--- config.mk ---
export PLATFORM = sky130hd
export DESIGN_NAME = ptrs_table_mem
export DESIGN_NICKNAME = d
export VERILOG_FILES = /design/src/ptrs_pkg.sv /design/src/ptrs_table_mem.sv
export SDC_FILE = /design/constraint.sdc
export NUM_CORES = 2
export LEC_CHECK = 0
export ABC_AREA = 0
export BUFFER_PORTS_ARGS = -buffer_cell sky130_fd_sc_hd__buf_2
export CELL_PAD_IN_SITES_DETAIL_PLACEMENT = 1
export CELL_PAD_IN_SITES_GLOBAL_PLACEMENT = 2
export CORE_ASPECT_RATIO = 0.9
export CORE_MARGIN = 3
export CORE_UTILIZATION = 36
export CTS_BUF_LIST = sky130_fd_sc_hd__clkbuf_2
export CTS_CLUSTER_SIZE = 8
export DETAILED_ROUTE_END_ITERATION = 8
export PLACE_DENSITY_LB_ADDON = 0.1
export RECOVER_POWER = 25
export SYNTH_ARGS = -nofsm -noshare
export SYNTH_HDL_FRONTEND = slang
export SYNTH_SLANG_ARGS = --single-unit
--- constraint.sdc ---
create_clock -name clk -period 12 [get_ports clk]
set_clock_uncertainty 0.2 [all_clocks]
set_input_delay 1.2 -clock clk [delete_from_list [all_inputs] [get_ports clk]]
set_output_delay 1.2 -clock clk [all_outputs]
set_load 0.01 [all_outputs]
--- src/ptrs_pkg.sv ---
package ptrs_pkg;

  localparam int TABLE_DEPTH = 32;
  localparam int IDX_W       = (TABLE_DEPTH > 1) ? $clog2(TABLE_DEPTH) : 1;
  localparam int CNT_W       = $clog2(TABLE_DEPTH + 1);

  localparam int TIME_W   = 64;
  localparam int PERIOD_W = 32;
  localparam int TAG_W    = 16;
  localparam int PRIO_W   = 8;
  localparam int ENTRY_W  = TIME_W + PERIOD_W + TAG_W;

  typedef enum logic [1:0] {
    CMD_CLEAR = 2'd0,
    CMD_ADD   = 2'd1,
    CMD_STEP  = 2'd2
  } cmd_t;

  typedef enum logic [1:0] {
    ST_ADDED    = 2'd0,
    ST_FULL     = 2'd1,
    ST_RELEASED = 2'd2,
    ST_DONE     = 2'd3
  } status_t;

  // One task table word
  typedef struct packed {
    logic [TIME_W-1:0]   next_release;
    logic [PERIOD_W-1:0] period;
    logic [TAG_W-1:0]    tag;
  } entry_t;

  // Insertion request to the priority order list
  typedef struct packed {
    logic              ins;
    logic [PRIO_W-1:0] prio;
    logic [IDX_W-1:0]  idx;
  } ord_cmd_t;

endpackage

--- src/ptrs_table_mem.sv ---
module ptrs_table_mem
  import ptrs_pkg::*;
(
  input  logic             clk,
  input  logic             wr_en,
  input  logic [IDX_W-1:0] wr_addr,
  input  entry_t           wr_data,
  input  logic [IDX_W-1:0] rd_addr,
  output entry_t           rd_data
);

  entry_t mem [TABLE_DEPTH];

  always_ff @(posedge clk) begin
    if (wr_en) begin
      mem[wr_addr] <= wr_data;
    end
    rd_data <= mem[rd_addr];
  end

endmodule

### Word level (Yosys, flattened, before mapping)

Memory sizes are Yosys's and may differ from the RTL's. A register that Yosys moved wholly into a read port is not among the register bits.
Index checks and enable logic that the tools add are counted.

* bits in registers: 0
* bits in writable memories: 3584
* output and inout bits: 112
* memories: 1

* mux-type cells: 2

Memory list
* mem: depth 32, width 112, read ports 1, clocked after memory_dff 1, wr ports 1, RTL line ptrs_table_mem.sv:12 `entry_t mem [TABLE_DEPTH];`

Operator list (number)
* $mux 1: 2

### Longest topological paths before layout

* depth after elaboration: 2
* depth in mapped cells: 9
* gate-level depth less buffers: 4

### Least setup slack after synthesis

Ideal clock, no wire load.

* path kind: input port to flip-flop
* start: input wr_addr[1]
* end: memory mem[12][0] (netlist bit) (enable)
* setup time: 0.584 ns
* data arrival time: 6.520 ns
* setup slack: 4.696 ns
* stages on the path: 3
* path through: or3b_2 > clkbuf_1 > nor2_1

RTL lines
* start: declaration: RTL line ptrs_table_mem.sv:6 `input logic [IDX_W-1:0] wr_addr,`
* end: declaration: RTL line ptrs_table_mem.sv:12

Straight into the memory's write port.

### Worst setup path after layout

* start: input wr_addr[3]
* end: memory mem[4][82] (netlist bit) (enable)

Straight into the memory's write port.

==> metrics.txt <==
status=finished with violations; violated checks=capacitance limit, slew limit; vias in the first global route=slightly below 80,000; min-delay worst type=flop to flop; endpoints failing setup=0; Pint=about 0.018 W; HPWL after DPL=207,000 um; Seq cells post-synth=around 3,700; Syn Std Cell Area=about 140,000 um2; Final period util=45.5%; sequential power share=roughly three fifths; Max FO, Critical Path=67; largest net degree at the start of global routing=roughly 130; # nets final=7,932; post-route insts no fill=13,700; crit end category=flop; area of the multi-input gates=between 20,000 and 30,000 um2; top_reg_cell synth=edfxtp_1; total chip power=around 0.024 W; layout cells sized above 1=between 20% and 30%; post-synth cell types=31; Sw Pwr=roughly 0.0062 W; GRT overflow=0; Fmax=~180 MHz; first-pass GRT wire length=about 600,000 um; gpl congestion=0.709; DIE WIDTH=between 600 and 700 um; Core Region=roughly 380,000 um2; Worst-path clk slew=100 ps; FFs w/ async S/R, synth=0%; TritonCTS clock tree=built; initial antenna violation count=just over 50; Initial Utilization=between 30% and 40%; clk root buf=clkbuf_2; Worst-Skew Late Latency=roughly 2200 ps; syn_area_per_cell=approximately 21 um2; pwr dens=between 150 and 200 nW/um2; Antenna Nets Post-Route=0; number of port buffers=235; CTS Buffer Depth=4; drt initial violations=between 6,000 and 7,000; 1st-pass router iterations=6; WP data arrival=between 6000 and 7000 ps; Area Growth Syn to Fin=13.9%; Slew Limit Fails=a little under 200; RSZ-0062 raised after global routing=no; sequential area share after synthesis=79.5%; Vias/cell=5.35; Seq. cell area=around 110,000 um2; post-cts sizing count=0; WL final=between 400,000 and 500,000 um; # H-tree levels=6; r2r worst-path depth=6; Worst Setup Path Type=input pin to flop; placed cells=11,700; # DRC=0; Worst Tran Pin Value=1590 ps; total track usage=21.8%; wire length per cell=31.6 um; WP data required=between 10,000 and 15,000 ps; fill count=between 30,000 and 40,000; crit path launch type=input pin; FP Rows=~220; die height=594 um; Max VDD drop=0.0867 mV; slew margin rel.=-6.16%; Max Cap Viol=7; clk sinks=between 3,000 and 4,000; fin util=41.3%; Hold Fails Final Rpt=0; leakage dissipation=~53 nW; Sw Share=25.3%; via count=~73,000; Logic pwr share=roughly 5.6%; Hold Path Stages=3; setup_tns=0 ps; cells after synthesis=around 6,500; Synth warnings=0; die area=~400,000 um2; Tmin final=around 5500 ps; CTS Buf Count=930; Post-Syn Nets=about 6,600; IO Pins=236; Clock Power Share=approximately a third; EDFF count, synth=approximately 3,600
cells by family after synthesis:
| logic type | count (synthesis) | synth area share, % |
|---|---|---|
| AND/OR/NAND/NOR | 377 | 1.40 |
| flip-flops | 3696 | 79.5 |
| AO/OA/AOI/OAI | 734 | 3.97 |
| multiplexers | 1344 | 13.8 |
| buffers and inverters | 373 | 1.37 |
worst max-delay path, cell delays in order:
cell	delay [ps]
dlygate4sd3_1	530
buf_2	140
dlygate4sd3_1	620
nor2_1	150
nand2_1	70
dlygate4sd3_1	710
nor2_4	140
dlygate4sd3_1	570
dlygate4sd3_1	1130
buf_4	820
buf_12	610
cell type report:
class                      count  area share (%)
multi-input combinational   2455            17.1
sequential                  3696            69.7
timing repair buffer         724            3.67
clock inverter               226           0.773
inverter                       1         0.00238
antenna                       15          0.0238
clock buffer                1469            4.67
tap                         5099            4.05
synth_stat cells, types with 2 or more instances:
master,number,area [um2]
a22o_1,62,543
nand4_1,50,313
dfxtp_1,112,2240
clkbuf_1,146,548
nand3b_1,5,37.5
clkbuf_2,2,10.0
nor2b_1,15,93.8
buf_4,37,278
a21oi_1,11,55.1
nor3_1,4,20.0
a32oi_1,5,43.8
a22oi_1,594,4460
or3b_2,2,17.5
and2_1,10,62.6
mux4_2,448,10100
nand2_1,14,52.6
nor2_1,46,173
nand3_1,226,1130
buf_2,136,681
mux2i_1,896,8970
buf_6,23,259
buf_1,27,101
a31oi_1,62,388
edfxtp_1,3584,108000
worst paths after layout:
path / from / endpoint / slack [ps]
max reg2reg: mem[15][105] / rd_data[105] / 8920
min: mem[9][53] / rd_data[53] / 440
min reg2reg: mem[9][53] / rd_data[53] / 440
max: wr_addr[3] / mem[4][82] / 6540
flip-flops by register name (all words and copies together) (netlist names):
name	flops
mem	3584
rd_data	112
layer usage:
metal	up-vias	global-route usage, %	wire (um)
li1	30600	-	-
met1	39800	31.0	198000
met2	2146	35.1	207000
met3	639	3.32	20000
met4	20	5.11	8080
met5	-	0	120
metrics by stage:
stage | worst slack (ps) | cell area (um2) | hold WS (ps)
floorplan | 4700 | 138000 | 349
detailed placement | 6330 | 146000 | 471
CTS | 6890 | 158000 | 37.7
global route | 6570 | 157000 | 268
global placement | 6310 | 146000 | 472
finish | 6540 | 158000 | 438
power by group through the flow:
stage / Sequential (W) / Combinational [W] / Clock [W]
6_report: 0.0144 / 0.00137 / 0.00861
5_1_grt: 0.0145 / 0.00147 / 0.00966
4_1_cts: 0.0144 / 0.00141 / 0.00900
3_5_place_dp: 0.0147 / 0.00130 / 0
3_3_place_gp: 0.0147 / 0.00128 / 0
2_1_floorplan: 0.0147 / 0.000664 / 0
what timing repair did:
action,4_1_cts,5_1_grt
hold endpoints to repair,5323,0
buffers inserted,0,0
hold buffers,307,0
setup endpoints to repair,0,0
cell usage in the layout (no fill, tap or decap), types with 157 or more instances in the layout:
cell type	instances
edfxtp_1	3584
clkbuf_2	1469
mux2i_1	896
a22oi_1	594
mux4_2	448
dlygate4sd3_1	284
nand3_1	226
buf_2	187
buf_4	161
clkinv_1	157
Power figures use the tool's default switching activity.
