`config.mk`:
```
export PLATFORM = sky130hd
export DESIGN_NAME = ptrs_order
export DESIGN_NICKNAME = d
export VERILOG_FILES = /design/src/ptrs_pkg.sv /design/src/ptrs_order.sv
export SDC_FILE = /design/constraint.sdc
export NUM_CORES = 1
export LEC_CHECK = 0
export BUFFER_PORTS_ARGS = -buffer_cell sky130_fd_sc_hd__buf_2
export CORE_MARGIN = 2
export CORE_UTILIZATION = 50
export DETAILED_ROUTE_END_ITERATION = 10
export PLACE_DENSITY = 0.71
export SLEW_MARGIN = 20
export SYNTH_ARGS = -nofsm -noshare
export SYNTH_HDL_FRONTEND = slang
export SYNTH_SLANG_ARGS = --single-unit
```
`constraint.sdc`:
```
create_clock -name clk -period 9.7 [get_ports clk]
set_input_delay 1.455 -clock clk [delete_from_list [all_inputs] [get_ports clk]]
set_output_delay 1.455 -clock clk [all_outputs]
set_load 0.02 [all_outputs]
```
`src/ptrs_pkg.sv`:
```
package ptrs_pkg;

  localparam int TABLE_DEPTH = 32;
  localparam int IDX_W       = (TABLE_DEPTH > 1) ? $clog2(TABLE_DEPTH) : 1;
  localparam int CNT_W       = $clog2(TABLE_DEPTH + 1);

  localparam int TIME_W   = 64;
  localparam int PERIOD_W = 32;
  localparam int TAG_W    = 16;
  localparam int PRIO_W   = 8;
  localparam int ENTRY_W  = TIME_W + PERIOD_W + TAG_W;

  typedef enum logic [1:0] {
    CMD_CLEAR = 2'd0,
    CMD_ADD   = 2'd1,
    CMD_STEP  = 2'd2
  } cmd_t;

  typedef enum logic [1:0] {
    ST_ADDED    = 2'd0,
    ST_FULL     = 2'd1,
    ST_RELEASED = 2'd2,
    ST_DONE     = 2'd3
  } status_t;

  // One task table word
  typedef struct packed {
    logic [TIME_W-1:0]   next_release;
    logic [PERIOD_W-1:0] period;
    logic [TAG_W-1:0]    tag;
  } entry_t;

  // Insertion request to the priority order list
  typedef struct packed {
    logic              ins;
    logic [PRIO_W-1:0] prio;
    logic [IDX_W-1:0]  idx;
  } ord_cmd_t;

endpackage

```
`src/ptrs_order.sv`:
```
module ptrs_order
  import ptrs_pkg::*;
(
  input  logic             clk,
  input  ord_cmd_t         cmd,
  input  logic [CNT_W-1:0] count,
  input  logic [IDX_W-1:0] rd_pos,
  output logic [IDX_W-1:0] rd_idx
);

  // Table indices kept sorted by priority, ties in order of insertion
  logic [PRIO_W-1:0] sorted_prio [TABLE_DEPTH];
  logic [IDX_W-1:0]  sorted_idx  [TABLE_DEPTH];
  logic [TABLE_DEPTH-1:0] later;

  // Live positions holding a strictly higher priority value form a suffix
  always_comb begin
    for (int k = 0; k < TABLE_DEPTH; k++) begin
      later[k] = (CNT_W'(k) < count) && (sorted_prio[k] > cmd.prio);
    end
  end

  always_ff @(posedge clk) begin
    if (cmd.ins) begin
      if (later[0] || count == '0) begin
        sorted_prio[0] <= cmd.prio;
        sorted_idx[0]  <= cmd.idx;
      end
      for (int k = 1; k < TABLE_DEPTH; k++) begin
        if (later[k-1]) begin
          // shift up one place behind the new entry
          sorted_prio[k] <= sorted_prio[k-1];
          sorted_idx[k]  <= sorted_idx[k-1];
        end else if (later[k] || CNT_W'(k) == count) begin
          sorted_prio[k] <= cmd.prio;
          sorted_idx[k]  <= cmd.idx;
        end
      end
    end
  end

  assign rd_idx = sorted_idx[rd_pos];

endmodule

```
After elaboration in Yosys (flattened, before gate mapping)
Memory sizes are Yosys's and may differ from the RTL's.
Index checks and enable logic that the tools add are counted.
{"block": "classes", "n_reduce_logical": 65, "n_mux": 282, "eq_ne": 31, "bitwise": 62, "magnitude_cmp": 64}
{"cell": "8-bit > comparator", "n": 32}
{"cell": "8-bit two-way mux", "n": 31}
{"cell": "1-bit two-way mux", "n": 220}
{"cell": "5-bit two-way mux", "n": 31}
{"cell": "5-bit by 6-bit equality test with 1-bit output (first input constant)", "n": 16}
{"cell": "5-bit by 6-bit less-than comparator with 1-bit output (first input constant)", "n": 16}
{"cell": "1-bit bitwise OR", "n": 62}
{"cell": "4-bit by 6-bit equality test with 1-bit output (first input constant)", "n": 8}
{"cell": "4-bit by 6-bit less-than comparator with 1-bit output (first input constant)", "n": 8}
{"cell": "1-bit logical AND", "n": 32}
{"cell": "1-bit logical OR", "n": 32}
{"cell": "3-bit by 6-bit equality test with 1-bit output (first input constant)", "n": 4}
{"cell": "3-bit by 6-bit less-than comparator with 1-bit output (first input constant)", "n": 4}
{"cell": "2-bit by 6-bit equality test with 1-bit output (first input constant)", "n": 2}
{"cell": "1-bit by 6-bit less-than comparator with 1-bit output (first input constant)", "n": 2}
{"cell": "2-bit by 6-bit less-than comparator with 1-bit output (first input constant)", "n": 2}
{"cell": "1-bit by 6-bit equality test with 1-bit output (first input constant)", "n": 1}
{"cell": "6-bit zero test", "n": 1}
{"block": "totals", "mem_bits_rw": 416, "memories": 2, "output_inout_bits": 5, "regBits": 0, "wordCells": 506, "inputBits": 26}
{"memory": "sorted_prio", "depth": 32, "width": 8, "read_ports": 32, "rd_ports_with_merged_regs": 0, "write_ports": 32, "line_no": "ptrs_order.sv:12", "text": "logic [PRIO_W-1:0] sorted_prio [TABLE_DEPTH];"}
{"memory": "sorted_idx", "depth": 32, "width": 5, "read_ports": 32, "rd_ports_with_merged_regs": 0, "write_ports": 32, "line_no": "ptrs_order.sv:13", "text": "logic [IDX_W-1:0] sorted_idx [TABLE_DEPTH];"}

Logic depth before layout (Yosys ltp)
Gate-level depths: netlist of run 1.
{"block": "depth", "word_depth": 8, "mapped_depth": 10, "mapped_depth_nobuf": 8}

Least setup slack after synthesis of run 1
OpenSTA, ideal clock, no wires.
{"block": "synth_timing", "kind": "input-to-output", "startpoint": "in rd_pos[0]", "endpoint": "out rd_idx[0]", "path_slack_ns": 5.082, "path_stages": 5, "t_arrival_ns": 3.163, "n_path_buf": 2, "path_cell_list": "clkbuf_1 -> buf_2 -> mux4_2 -> mux4_2 -> mux2_2"}
{"block": "synth_between", "elab_chain_cells": 1}
{"element": "from (decl)", "line_no": "ptrs_order.sv:7", "text": "input logic [IDX_W-1:0] rd_pos,"}
{"element": "memory 32 x 5 bit"}
{"element": "to (decl)", "line_no": "ptrs_order.sv:8", "text": "output logic [IDX_W-1:0] rd_idx"}
No other way between the ends.

==> results of run 1 <==
-- worst min-delay path by stage --
stage	from	to	slack, ps	cells after the start
global route	sorted_idx[18][3]$_DFFE_PP_	sorted_idx[19][3]$_DFFE_PP_	580	1
CTS	sorted_idx[18][0]$_DFFE_PP_	sorted_idx[19][0]$_DFFE_PP_	570	1
detailed placement	sorted_idx[13][4]$_DFFE_PP_	sorted_idx[14][4]$_DFFE_PP_	560	1
finish	sorted_idx[13][4]$_DFFE_PP_	sorted_idx[14][4]$_DFFE_PP_	570	1
floorplan	sorted_idx[1][0]$_DFFE_PP_	sorted_idx[2][0]$_DFFE_PP_	520	1
global placement	sorted_idx[18][3]$_DFFE_PP_	sorted_idx[19][3]$_DFFE_PP_	550	1
-- power by group through the flow --
stage	Sequential, mW	Clock (mW)	Combinational (mW)
3_3_place_gp	2.50	0	1.14
6_report	2.47	1.80	1.22
2_1_floorplan	2.43	0	0.883
3_5_place_dp	2.50	0	1.19
5_1_grt	2.49	1.89	1.33
4_1_cts	2.47	1.82	1.20
-- registers in the layout (all words and copies together), names as in the netlist --
name,cells
sorted_idx,160
sorted_prio,256
-- worst reg2reg max path, delay by kind of cell, from the launching register on --
family / cells / cell delay, ps
compound gates: 4 / 1400
flops: 1 / 410
buf+inv: 1 / 340
fa+ha+maj: 1 / 310
mux: 1 / 290
simple gates: 1 / 120
-- through the flow --
step / util [%] / hold WS (ps) / area [sq um] / cells
2_1_floorplan: - / 524 / 25500 / 1843
6_report: 55.6 / 573 / 28000 / 2566
3_3_place_gp: 52.4 / 548 / 26400 / 2480
5_1_grt: 55.6 / 581 / 28000 / 2566
4_1_cts: 55.5 / 574 / 27900 / 2565
3_5_place_dp: 52.5 / 559 / 26400 / 2481
-- layer usage --
layer / up-vias / share of wire [%]
met5: - / 0.010
met2: 733 / 47
met1: 8519 / 41
met3: 163 / 7.9
li1: 7381 / -
met4: 2 / 4.0
-- placed cells by master, fill, tap and decap left out, drive strengths merged, types with 9 or more instances in the layout --
cell,instances
o211a,11
edfxtp,416
clkinv,23
nor2,79
clkbuf,62
a21oi,83
mux4,50
nor2b,32
mux2,408
nand3,15
a31oi,9
and3,9
buf,66
o21ai,51
a211oi,38
nand4,60
nand2,27
nor3,12
o211ai,34
inv,41
ha,256
-- kinds of logic (layout without fill, tap and decap cells) --
group | count (synthesis) | count (layout) | share of synthesized area [%]
other cells | 0 | 1 | 0
buf+inv | 148 | 198 | 2.54
flops | 416 | 416 | 48.9
compound gates | 285 | 285 | 7.60
fa+ha+maj | 256 | 256 | 12.5
simple gates | 280 | 280 | 5.88
mux | 458 | 458 | 22.5
-- layout make-up --
type,instances,share of cell area [%]
well taps,672,3.01
flip-flops and latches,416,44.7
clock inverters,22,0.890
diodes,1,0.00894
repair buffers,66,1.50
clock buffers,62,4.56
inverters,48,0.644
multi-input cells,1279,44.7
==> flow_summary.yaml, run 1 <==
timing:
  final.min_clock_period_ps: 5550
  setup_viol: 0
  finalCritPeriodShare_pct: 57.2
  finClkSkew_ps: 15.4
  slew_headroom_pct: 30.8
  rsz0062_at_grt: "false"
  layout_setup_ws_ps: 4150
  worstMarginPinSlew_ps: 1030
  finalSetupTns_ps: 0
  clock.fmax_mhz: 180
  drv_slew: 0
  hold_violations: 0
clock_tree:
  clock_latency_ps: 580
  cts_resized: 0
  clkTransAtPathRegs_ps: 60
  clockBufferDepth: 3
  ctsHoldBuffers: 0
  h-tree-depth: 2
  cts_root_buf: "clkbuf_16"
  post_cts_buffers: 0
  cts_tree: "built"
  cts_made_buffers: 46
  clock-sinks: 416
power:
  ir_drop_uv: 145
  finalPower_mw: 5.50
  p_leak_nw: 10.0
  switching_power_mw: 1.54
  comb_power_share_pct: 22.3
  power_density_nw_per_um2: 197
  p_clk_share_pct: 32.8
  p_int_mw: 3.96
  swShare_pct: 28.0
  p_seq_share_pct: 45.0
synth:
  yosys_register_bits: 416
  synth_cells: 1843
  async_reset_ff_share_pct: 0
  yosysSeqAreaShare_pct: 48.9
  synth_edf_count: 416
  synthFlopType: "edfxtp_1"
  syn_avg_cell_area_sq_um: 13.9
  synthTopCellsByCount: "edfxtp_1, mux2_2, ha_1"
  ys_top_cells_by_area: "edfxtp_1, mux2_2, ha_1"
  synth_top_cell_by_area: "edfxtp_1"
  synth_cell_types: 64
  syn_area_sq_um: 25500
  synth_top_area_share_pct: 48.9
  yosysMostFrequentCell: "edfxtp_1"
  synth.net_count: 2125
  ys_warn_count: 0
status:
  status: "complete, no violations"
worst_setup_path:
  cp_max_fo: 33
  rrSetupSlack_ps: 6580
  startpoint_type: "input port"
  crit_path_cell_trace: "buf_2 > buf_4 > clkinv_1 > buf_4 > ha_1 > a211oi_1 > nor2_1 > o31ai_1 > o221a_2 > mux2_2"
  critPathRequiredTime_ps: 10020
  cp-end-kind: "register"
  cp_common_cell: "buf_4"
  rr_worst_depth: 8
  reg2reg_to: "sorted_prio[0][72]$_DFFE_PP_"
  cp-startpoint: "cmd[10]"
  path_class: "input port to register"
  path_delay_family: "buffers and inverters"
  crit_path_max_incr_delay_ps: 850
  crit_arrival_ps: 5870
  crit_slowest_cell: "clkinv_1"
  crit_end: "sorted_idx[25][3]$_DFFE_PP_"
  path_buf_inv: 4
  worstSetupPathDepth: 10
  r2r_start: "sorted_prio[0][73]$_DFFE_PP_"
floorplanning:
  io-pin-count: 31
  start_util_pct: 50.8
  core_area_sq_um: 50300
  fp.dieW_um: 230
  dieArea_sq_um: 52900
  fp.dieH_um: 230
  fp-row-count: 82
route:
  drtIter0Drc: 1556
  vias: 16800
  drt-wirelength-per-cell_um: 27.0
  wl_mm: 69.3
  dr.pass1.iters: 5
  ant_nets: 0
  drc: 0
  vias_per_cell: 6.55
layout:
  nets: 2139
  drive_gt1_share_pct: 32.3
  syn2layout_area_growth_pct: 9.52
  multi_input_area_sq_um: 12500
  n_fill_cell: 4077
  ff_latch_area_sq_um: 12500
grt:
  met2_usage_pct: 43.0
  grt_overflow: 0
  grt_first_pass_wirelength_mm: 105
  grt_max_degree: 42
  grt_antenna_before_repair: 3
  gr-usage-met1_pct: 33.7
  busiest_layer: "met2"
  grt_usage_pct: 26.2
  met3_usage_pct: 5.65
  grt_pass1_vias: 17500
place:
  numPortBuffers: 30
  gp_congestion: 0.876
  hpwl_mm: 45.7
  dp_slack_ps: 3650
hold_path:
  hold_class: "register to register"
run:
  cap_violations: 0
No activity file was read; power rests on OpenSTA's default activity.
==> run 2, diff against run 1 <==
--- a/config.mk
+++ b/config.mk
@@ -5,11 +5,12 @@
 export SDC_FILE = /design/constraint.sdc
 export NUM_CORES = 1
 export LEC_CHECK = 0
+export ABC_AREA = 1
 export BUFFER_PORTS_ARGS = -buffer_cell sky130_fd_sc_hd__buf_2
 export CORE_MARGIN = 2
 export CORE_UTILIZATION = 50
 export DETAILED_ROUTE_END_ITERATION = 10
-export PLACE_DENSITY = 0.71
+export PLACE_DENSITY = 0.7
 export SLEW_MARGIN = 20
 export SYNTH_ARGS = -nofsm -noshare
 export SYNTH_HDL_FRONTEND = slang
==> constraint.sdc (replaced) <==
create_clock -name clk -period 5.25 [get_ports clk]
set_input_delay 0.7875 -clock clk [delete_from_list [all_inputs] [get_ports clk]]
set_output_delay 0.7875 -clock clk [all_outputs]
set_load 0.02 [all_outputs]
==> flow_summary.yaml, run 2 <==
power:
  comb_power_share_pct: 29.2
  p_seq_share_pct: 44.2
  p_leak_nw: 14.0
  p_int_mw: 7.56
  power_density_nw_per_um2: 399
  swShare_pct: 36.0
  switching_power_mw: 4.26
  p_clk_share_pct: 26.5
  ir_drop_uv: 259
timing:
  setup_viol: 0
  final.min_clock_period_ps: 4010
  hold_violations: 0
  clock.fmax_mhz: 250
  rsz0062_at_grt: "false"
  worstMarginPinSlew_ps: 1180
  slew_headroom_pct: 21.7
  finalCritPeriodShare_pct: 76.3
  drv_slew: 0
  finClkSkew_ps: 19.6
  finalSetupTns_ps: 0
  layout_setup_ws_ps: 1240
run:
  cap_violations: 0
layout:
  largest_reg_flops: 256
  final_common_cell: "nand2_1"
  reg.largest.list: "sorted_prio x256, sorted_idx x160"
  syn2layout_area_growth_pct: 8.16
  nets: 3625
  n_fill_cell: 5031
  drive_gt1_share_pct: 7.37
  most-common-layout-cells: "nand2_1, edfxtp_1, nand3_1, ha_1, nor2_1"
  regMostFlops: "sorted_prio"
  ff_latch_area_sq_um: 12500
  multi_input_area_sq_um: 13500
synth:
  synth_cell_types: 36
  synthTopCellsByCount: "nand2_1, edfxtp_1, nand3_1"
  synthFlopType: "edfxtp_1"
  syn_avg_cell_area_sq_um: 8.11
  ys_warn_count: 0
  yosysMostFrequentCell: "nand2_1"
  yosysSeqAreaShare_pct: 45.6
  synth_top_area_share_pct: 45.6
  synth_edf_count: 416
  synth_cells: 3382
  ys_top_cells_by_area: "edfxtp_1, nand2_1, ha_1"
  async_reset_ff_share_pct: 0
  yosys_register_bits: 416
  syn_area_sq_um: 27400
  synth_top_cell_by_area: "edfxtp_1"
  synth.net_count: 3664
worst_setup_path:
  cp-end-kind: "primary output"
  path_class: "input port to primary output"
  path_buf_inv: 3
  crit_path_max_incr_delay_ps: 720
  rr_worst_depth: 9
  crit_arrival_ps: 3220
  crit_slowest_cell: "clkinv_1"
  cp_max_fo: 14
  rrSetupSlack_ps: 2090
  path_delay_family: "buffers and inverters"
  critPathRequiredTime_ps: 4460
  crit_path_cell_trace: "buf_2 > clkinv_1 > nand3_1 > nand2_1 > a21oi_1 > o31ai_1 > nand2_1 > nand2_1 > nand2_1 > buf_2"
  startpoint_type: "input port"
  reg2reg_to: "sorted_prio[0][28]$_DFFE_PP_"
  cp_common_cell: "nand2_1"
  r2r_start: "sorted_prio[0][23]$_DFFE_PP_"
floorplanning:
  dieArea_sq_um: 56700
  io-pin-count: 31
  fp.dieW_um: 238
  core_area_sq_um: 54000
  fp.dieH_um: 238
  start_util_pct: 50.7
  fp-row-count: 85
route:
  drtIter0Drc: 2531
  dr.pass1.iters: 6
  drc: 0
  ant_nets: 0
  vias_per_cell: 5.87
  drt-wirelength-per-cell_um: 20.8
  vias: 23900
  wl_mm: 84.5
clock_tree:
  clockBufferDepth: 3
  clkTransAtPathRegs_ps: 60
  ctsHoldBuffers: 0
  cts_made_buffers: 47
  clock-sinks: 416
  cts_tree: "built"
  cts_root_buf: "clkbuf_16"
  clock_latency_ps: 610
  cts_resized: 0
  post_cts_buffers: 0
  h-tree-depth: 2
grt:
  grt_first_pass_wirelength_mm: 129
  grt_pass1_vias: 22100
  grt_antenna_before_repair: 3
  grt_overflow: 0
  grt_max_degree: 81
  grt_usage_pct: 29.7
place:
  dp_slack_ps: 1010
  numPortBuffers: 30
  hpwl_mm: 57.0
  gp_congestion: 0.946
hold_path:
  min_to: "sorted_idx[25][2]$_DFFE_PP_"
  whs_path_depth: 2
  hold_class: "register to register"
  min-delay-start: "sorted_idx[24][2]$_DFFE_PP_"
status:
  status: "complete, no violations"
[run 2: metrics by stage]
step           instances  hold WS [ps]  area (sq um)  power, mW  util [%]
2_1_floorplan       3382           507         27400       7.63         -
3_3_place_gp        3990           520         28200       8.58      52.2
3_5_place_dp        3990           523         28200       8.65      52.2
4_1_cts             4073           536         29600       11.8      54.8
5_1_grt             4073           563         29600       12.5      54.9
6_report            4074           539         29700       11.8      54.9
[run 2: power groups by stage]
stage	combinational (mW)	sequential (mW)	clock, mW
2_1_floorplan	2.58	5.05	0
3_3_place_gp	3.31	5.27	0
3_5_place_dp	3.38	5.27	0
4_1_cts	3.40	5.21	3.16
5_1_grt	3.95	5.27	3.28
6_report	3.46	5.23	3.14
[run 2: worst max path at each step]
stage	slack (ps)	cells after the start	end	from
floorplan	1240	12	sorted_idx[4][0]$_DFFE_PP_	cmd[6]
global placement	1080	13	sorted_idx[1][3]$_DFFE_PP_	cmd[7]
detailed placement	1010	13	sorted_prio[0][89]$_DFFE_PP_	cmd[7]
CTS	1430	10	rd_idx[0]	rd_pos[1]
global route	1250	8	rd_idx[1]	rd_pos[2]
finish	1240	10	rd_idx[4]	rd_pos[1]
[run 2: layout make-up]
type                            instances  share of cell area (%)
Clock buffer                           61                    4.14
Tap cell                              696                    2.94
Clock inverter                         22                   0.646
Inverter                              166                    2.10
Antenna cell                            1                 0.00844
Multi-Input combinational cell       2617                    45.6
Sequential cell                       416                    42.1
Timing Repair Buffer                   95                    2.42
[run 2: layer usage]
metal	wire length (um)	GRT usage (%)	vias up
li1	-	-	11300
met1	34100	39.3	11100
met2	38600	48.1	1207
met3	7600	4.41	272
met4	4230	14.0	2
met5	16	0	-
[run 2: logic make-up (layout without fill, tap and decap cells)]
logic type / Yosys count / count (layout) / share of synthesized area [%]
fa+ha+maj: 256 / 256 / 11.7
other cells: 0 / 1 / 0
buf+inv: 349 / 344 / 5.27
simple gates: 2134 / 2134 / 32.6
compound gates: 227 / 227 / 4.92
flops: 416 / 416 / 45.6
[run 2: worst min-delay path: cells and delay by family, from the launching register on]
family | cells | cell delay [ps]
DFF | 1 | 340
and+or+nand+nor | 2 | 100
